## config.mk

```make
export PLATFORM = sky130hd
export DESIGN_NAME = lom_rem
export DESIGN_NICKNAME = d
export VERILOG_FILES = /design/src/rtl/lom_pkg.sv /design/src/rtl/lom_rem.sv
export SDC_FILE = /design/constraint.sdc
export NUM_CORES = 1
export LEC_CHECK = 0
export BUFFER_PORTS_ARGS = -buffer_cell sky130_fd_sc_hd__buf_2
export CORE_MARGIN = 2
export CORE_UTILIZATION = 41
export DETAILED_ROUTE_END_ITERATION = 6
export PLACE_DENSITY = 0.6
export RECOVER_POWER = 50
export REMOVE_ABC_BUFFERS = 1
export SLEW_MARGIN = 20
export SYNTH_ARGS = -nofsm -noshare
export SYNTH_HDL_FRONTEND = slang
export SYNTH_SLANG_ARGS = --single-unit
```

## constraint.sdc

```tcl
create_clock -name clk -period 2.9 [get_ports clk]
set_clock_uncertainty 0.2 [all_clocks]
set_input_delay 0.145 -clock clk [delete_from_list [all_inputs] [get_ports clk]]
set_output_delay 0.145 -clock clk [all_outputs]
set_load 0.01 [all_outputs]
```

## src/rtl/lom_pkg.sv

```systemverilog
// ----------------------------------------------------------------------------
// lom_pkg
// Shared types, constants and helpers of the limit order matcher: book
// geometry, report codes, the book entry layout and the controller states.
// ----------------------------------------------------------------------------
package lom_pkg;

	// book geometry
	localparam int BOOK_DEPTH      = 16;
	localparam int NUM_INSTRUMENTS = 5;
	localparam int MAX_RESULTS     = 32;
	localparam int NBOOKS          = 2 * NUM_INSTRUMENTS;
	localparam int NENTRIES        = NBOOKS * BOOK_DEPTH;

	localparam int SLOT_W = (BOOK_DEPTH > 1) ? $clog2(BOOK_DEPTH) : 1;
	localparam int FILL_W = $clog2(BOOK_DEPTH + 1);
	localparam int BOOK_W = $clog2(NBOOKS);
	localparam int ADDR_W = $clog2(NENTRIES);
	localparam int RES_W  = $clog2(MAX_RESULTS + 1);

	// configuration
	localparam int CFG_W     = 15;
	localparam int CFG_IDX_W = 2;
	localparam logic [CFG_IDX_W-1:0] CFG_MIN_QTY = 2'd0;
	localparam logic [CFG_IDX_W-1:0] CFG_MAX_QTY = 2'd1;
	localparam logic [CFG_IDX_W-1:0] CFG_LOT     = 2'd2;
	localparam logic [CFG_W-1:0] MIN_QTY_RST = 15'd10;
	localparam logic [CFG_W-1:0] MAX_QTY_RST = 15'd1000;
	localparam logic [CFG_W-1:0] LOT_RST     = 15'd10;

	// remainder unit
	localparam int REM_CNT_W = $clog2(CFG_W + 1);

	// sides
	localparam logic [7:0] SIDE_BUY  = 8'd1;
	localparam logic [7:0] SIDE_SELL = 8'd2;

	typedef enum logic [1:0] {
		ST_NEW    = 2'd0,
		ST_FILL   = 2'd1,
		ST_PFILL  = 2'd2,
		ST_REJECT = 2'd3
	} exec_status_t;

	typedef enum logic [2:0] {
		RSN_NONE       = 3'd0,
		RSN_INSTRUMENT = 3'd1,
		RSN_SIDE       = 3'd2,
		RSN_QUANTITY   = 3'd3,
		RSN_PRICE      = 3'd4,
		RSN_BOOK_FULL  = 3'd5
	} reject_reason_t;

	typedef enum logic [3:0] {
		S_IDLE,
		S_CHECK,
		S_INS_RD,
		S_INS_CHK,
		S_INS_NEW,
		S_MATCH_RD,
		S_MATCH_CHK,
		S_MATCH_UPD,
		S_EMIT
	} state_t;

	typedef struct packed {
		logic signed [31:0] price;
		logic signed [15:0] qty;
		logic [31:0]        serial;
		logic [31:0]        client;
		logic [63:0]        stamp;
	} entry_t;

	typedef struct packed {
		logic              en;
		logic [ADDR_W-1:0] addr;
		entry_t            data;
	} mem_wr_t;

	typedef struct packed {
		logic              en;
		logic [ADDR_W-1:0] addr;
	} mem_rd_t;

	typedef struct packed {
		logic [31:0]        serial;
		logic [31:0]        client;
		logic [2:0]         instr;
		logic [7:0]         side;
		exec_status_t       status;
		logic signed [15:0] qty;
		logic signed [31:0] price;
		logic [63:0]        stamp;
		reject_reason_t     reason;
		logic               last;
	} report_t;

	// slot k places behind base in a circular book
	function automatic logic [SLOT_W-1:0] slot_add(input logic [SLOT_W-1:0] base,
			input logic [SLOT_W-1:0] k);
		int s;
		s = int'(base) + int'(k);
		if (s >= BOOK_DEPTH) s = s - BOOK_DEPTH;
		return SLOT_W'(s);
	endfunction

	// memory address of a slot of a book
	function automatic logic [ADDR_W-1:0] entry_addr(input logic [BOOK_W-1:0] b,
			input logic [SLOT_W-1:0] s);
		return ADDR_W'(int'(b) * BOOK_DEPTH + int'(s));
	endfunction

endpackage

```

## src/rtl/lom_rem.sv

```systemverilog
// ----------------------------------------------------------------------------
// lom_rem
// Restoring remainder unit: one dividend bit per cycle.
// ----------------------------------------------------------------------------
module lom_rem (
	input  logic                      clk,
	input  logic                      arst_n,
	input  logic                      start,
	input  logic [lom_pkg::CFG_W-1:0] dividend,
	input  logic [lom_pkg::CFG_W-1:0] divisor,
	output logic                      busy,
	output logic [lom_pkg::CFG_W-1:0] remainder
);

	logic [lom_pkg::REM_CNT_W-1:0] cnt_q;
	logic [lom_pkg::CFG_W:0]       rem_q;
	logic [lom_pkg::CFG_W-1:0]     dvd_q;
	logic [lom_pkg::CFG_W:0]       trial;

	// shifted partial remainder
	assign trial = {rem_q[lom_pkg::CFG_W-1:0], dvd_q[lom_pkg::CFG_W-1]};

	// step counter
	always_ff @(posedge clk or negedge arst_n) begin
		if (!arst_n) begin
			cnt_q <= '0;
		end else if (start) begin
			cnt_q <= lom_pkg::REM_CNT_W'(lom_pkg::CFG_W);
		end else if (cnt_q != '0) begin
			cnt_q <= cnt_q - 1'b1;
		end
	end

	// datapath
	always_ff @(posedge clk) begin
		if (start) begin
			rem_q <= '0;
			dvd_q <= dividend;
		end else if (cnt_q != '0) begin
			dvd_q <= dvd_q << 1;
			if (trial >= {1'b0, divisor}) rem_q <= trial - {1'b0, divisor};
			else rem_q <= trial;
		end
	end

	assign busy      = (cnt_q != '0);
	assign remainder = rem_q[lom_pkg::CFG_W-1:0];

endmodule

```

==> metrics.md <==
| Metric | Value |
|---|---|
| Largest vdd supply drop | `0.0003167 V` |
| Routed via count | `1970` |
| Global-route wire length before repair | `8.376 mm` |
| Required time of the critical path | `2.91 ns` |
| Family of cells with the greatest summed delay on the critical path | `compound AO/OA/AOI/OAI gates` |
| Aggregate routed wire length | `5.001 mm` |
| Startpoint Class | `flip-flop` |
| EDFF count, synth | `15` |
| Crit path kind | `flip-flop to flip-flop` |
| Total negative slack | `0 ns` |
| Final-layout fill cell count | `531` |
| Initial Util | `0.4194` |
| Floorplan die width | `78.59 um` |
| Insertion delay to the later sink of the worst-skew pair | `0.29 ns` |
| Achievable frequency | `364.6 MHz` |
| Diodes inserted | `0` |
| Number of storage elements in the synthesis netlist | `34` |
| Drt first pass iters | `6` |
| Final count of hold timing violations | `0` |
| Highest cell delay on the worst timing path | `0.45 ns` |
| Number of core rows | `27` |
| Cell area reported after detailed placement | `2618 sq um` |
| CTS Buf Count | `5` |
| Top cell type's share of synthesized area | `0.1975` |
| Overflow after GRT | `0` |
| Max_cap viols | `0` |
| Summed area of non-filler cells in the final layout | `2934 sq um` |
| Count of unresolved DRC violations after routing | `0` |
| Post-Route Utilization | `0.5395` |
| # port buffers | `48` |
| Library cell with the highest instance count after synthesis | `sky130_fd_sc_hd__inv_1` |
| RSZ-0062 raised after global routing | `no` |
| Yosys Warn Count | `0` |
| Pin count of the biggest net entering global routing | `39` |
| Synthesis-to-finish area growth | `28.63%` |
| Overall die area | `6176 sq um` |
| Area of the mapped netlist | `2281 sq um` |
| Placeable core region | `5439 sq um` |
| Most used standard cells in the synthesized netlist | `sky130_fd_sc_hd__inv_1 (25), sky130_fd_sc_hd__nor2_1 (20), sky130_fd_sc_hd__ha_1 (17)` |
| Status | `finished clean` |
| Endpoint arrival time on the critical path | `2.75 ns` |
| Dominant register cell in the synthesized netlist | `sky130_fd_sc_hd__edfxtp_1` |
| Power density cells | `798.1 nW/um^2` |
| Most used cell along the critical path | `sky130_fd_sc_hd__a211oi_1` |
| Reg clk slew, reported paths | `0.08 ns` |
| Slack of the worst reg-to-reg path | `0.16 ns` |
| Cell accounting for the most synthesized area | `sky130_fd_sc_hd__edfxtp_1` |
| Critical path buffer and inverter count | `2` |
| Number of sinks driven by the clock tree | `34` |
| Vertical extent of the die | `78.59 um` |
| Routability congestion estimate from global placement | `0.7793` |
| Final setup violation count | `0` |
| Mapped Cells | `241` |
| Post-synthesis average cell area | `9.464 sq um` |
| Antenna violations before repair | `0` |
| Hold Path Class | `input pin to flip-flop` |
| Post-route total power | `2.342 mW` |
| Library cell used as clock root buffer | `sky130_fd_sc_hd__clkbuf_8` |
| Final setup slack of the worst path | `0.1575 ns` |
| Top area cells in the synthesized netlist | `sky130_fd_sc_hd__edfxtp_1 (20%), sky130_fd_sc_hd__dfxtp_1 (13%), sky130_fd_sc_hd__ha_1 (9.3%)` |
| Overall global routing resource usage | `0.1703` |
| Netlist cell types | `44` |
| Critical Path End Type | `flip-flop` |
| Initial DRC Count | `64` |
| Number of vias per cell | `5.130` |
| Max transition margin | `0.5161` |
| Leakage | `1.269 nW` |
| Post-layout nets | `362` |
| Actual transition at the worst max-transition pin | `0.7250 ns` |
| Antenna Violating Nets Remaining | `0` |
| HPWL after detailed placement | `3.544 mm` |
| TritonCTS clock tree | `built` |
| Standard cell with the maximum stage delay on the critical path | `sky130_fd_sc_hd__or4_4` |
| Cells traversed along the worst timing path | `inv_1, ha_2, fa_2, nand2b_1, a21o_1, a211oi_1, o311a_1, or4_4, buf_6, mux2i_1, a211oi_1` |
| Worst Path Max Fanout | `8` |
| Vias in the first global route | `1866` |
| Shortest clock period the worst path allows after layout | `2.743 ns` |
| Post-synth ARST share | `0.1176` |
| Worst setup timing slack at the placement stage | `0.06933 ns` |
| Detailed-route wire length per cell | `13.02 um` |
| Number of top-level design ports | `49` |
| Tcrit/Tclk final | `0.9457` |
| Clock Path Buffers | `2` |
| Count of final max-slew check failures | `0` |
| Ratio of cells with drive above 1 in the final layout | `0.2308` |
| Share of the yosys chip area belonging to registers | `0.3730` |
| Htree depth | `2` |
## metal layers
layer,up-vias,routed length (um),GRT usage
met5,-,0,0
met4,0,71,0.05789
met3,6,200,0.03678
met2,37,2288,0.2675
met1,922,2440,0.2322
li1,1005,-,-
## state kept, by name (all words and copies together) (netlist names)
register and count:
cnt_q 4, dvd_q 15, rem_q 15
## timing repair
action / CTS / global route
gates resized for setup: 0 / 6
hold endpoints to repair: 19 / 0
setup endpoints to repair: 0 / 14
hold buffers: 17 / 0
setup buffers: 0 / 1
## cells in the final DEF (no fill, tap or decap), drive strengths merged, types with 4 or more instances in the layout
cell type / instances
a211oi: 15
nand2: 11
clkbuf: 21
mux2i: 11
ha: 17
inv: 25
xor2: 5
buf: 39
o21ai: 9
nor2b: 4
nand2b: 4
mux2: 14
xnor2: 7
a21oi: 17
edfxtp: 15
dlygate4sd3: 17
dfrtp: 4
nor2: 20
dfxtp: 15
## worst paths after layout
path / start / endpoint / depth (start not counted)
worst max register to register: dvd_q[14]$_DFFE_PP_ / rem_q[7]$_SDFFE_PP0P_ / 11
worst max-delay path: dvd_q[14]$_DFFE_PP_ / rem_q[7]$_SDFFE_PP0P_ / 11
min in group asynchronous: arst_n / cnt_q[1]$_DFFE_PN0P_ / 3
max in group asynchronous: arst_n / cnt_q[0]$_DFFE_PN0P_ / 3
worst min-delay path: divisor[1] / rem_q[1]$_SDFFE_PP0P_ / 4
worst min register to register: cnt_q[2]$_DFFE_PN0P_ / cnt_q[2]$_DFFE_PN0P_ / 1
## cell families (layout without fill, tap and decap cells)
kind of cell	Yosys count	after routing	share of synthesized area
AND/OR/NAND/NOR	61	61	0.1338
XOR/XNOR	12	12	0.04608
adder cells (fa/ha/maj)	18	18	0.1020
AO/OA/AOI/OAI	57	57	0.1695
flip-flops	34	34	0.3730
buffers and inverters	34	105	0.05815
multiplexers	25	25	0.1174
## per-stage QoR
stage	hold slack, ns	std cells
2_1_floorplan	-0.3506	232
6_report	0.1695	384
4_1_cts	0.1270	383
3_5_place_dp	-0.2417	358
5_1_grt	0.1829	384
3_3_place_gp	-0.2403	358
## worst reg2reg max path: cells and delay by family (launching register included)
family | cells | cell delay (ns)
buffers and inverters | 2 | 0.25
muxes | 1 | 0.12
DFF | 1 | 0.36
and+or+nand+nor | 2 | 0.57
adders and majority gates | 2 | 0.40
AOI/OAI and AO/OA | 4 | 0.77
## layout make-up
cell class / count / area, sq um / share of cell area
tap: 72 / 90.09 / 0.03070
clock buffer: 5 / 68.82 / 0.02345
timing repair buffer: 72 / 444.2 / 0.1514
sequential: 34 / 850.8 / 0.2900
multi-input combinational: 173 / 1318 / 0.4490
clock inverter: 3 / 68.82 / 0.02345
inverter: 25 / 93.84 / 0.03198
## power breakdown
part	switching, mW	internal (mW)
combinational	0.572	0.540
sequential	0.0862	0.607
clock	0.192	0.345
total	0.850	1.49
Power figures use the tool's default switching activity.
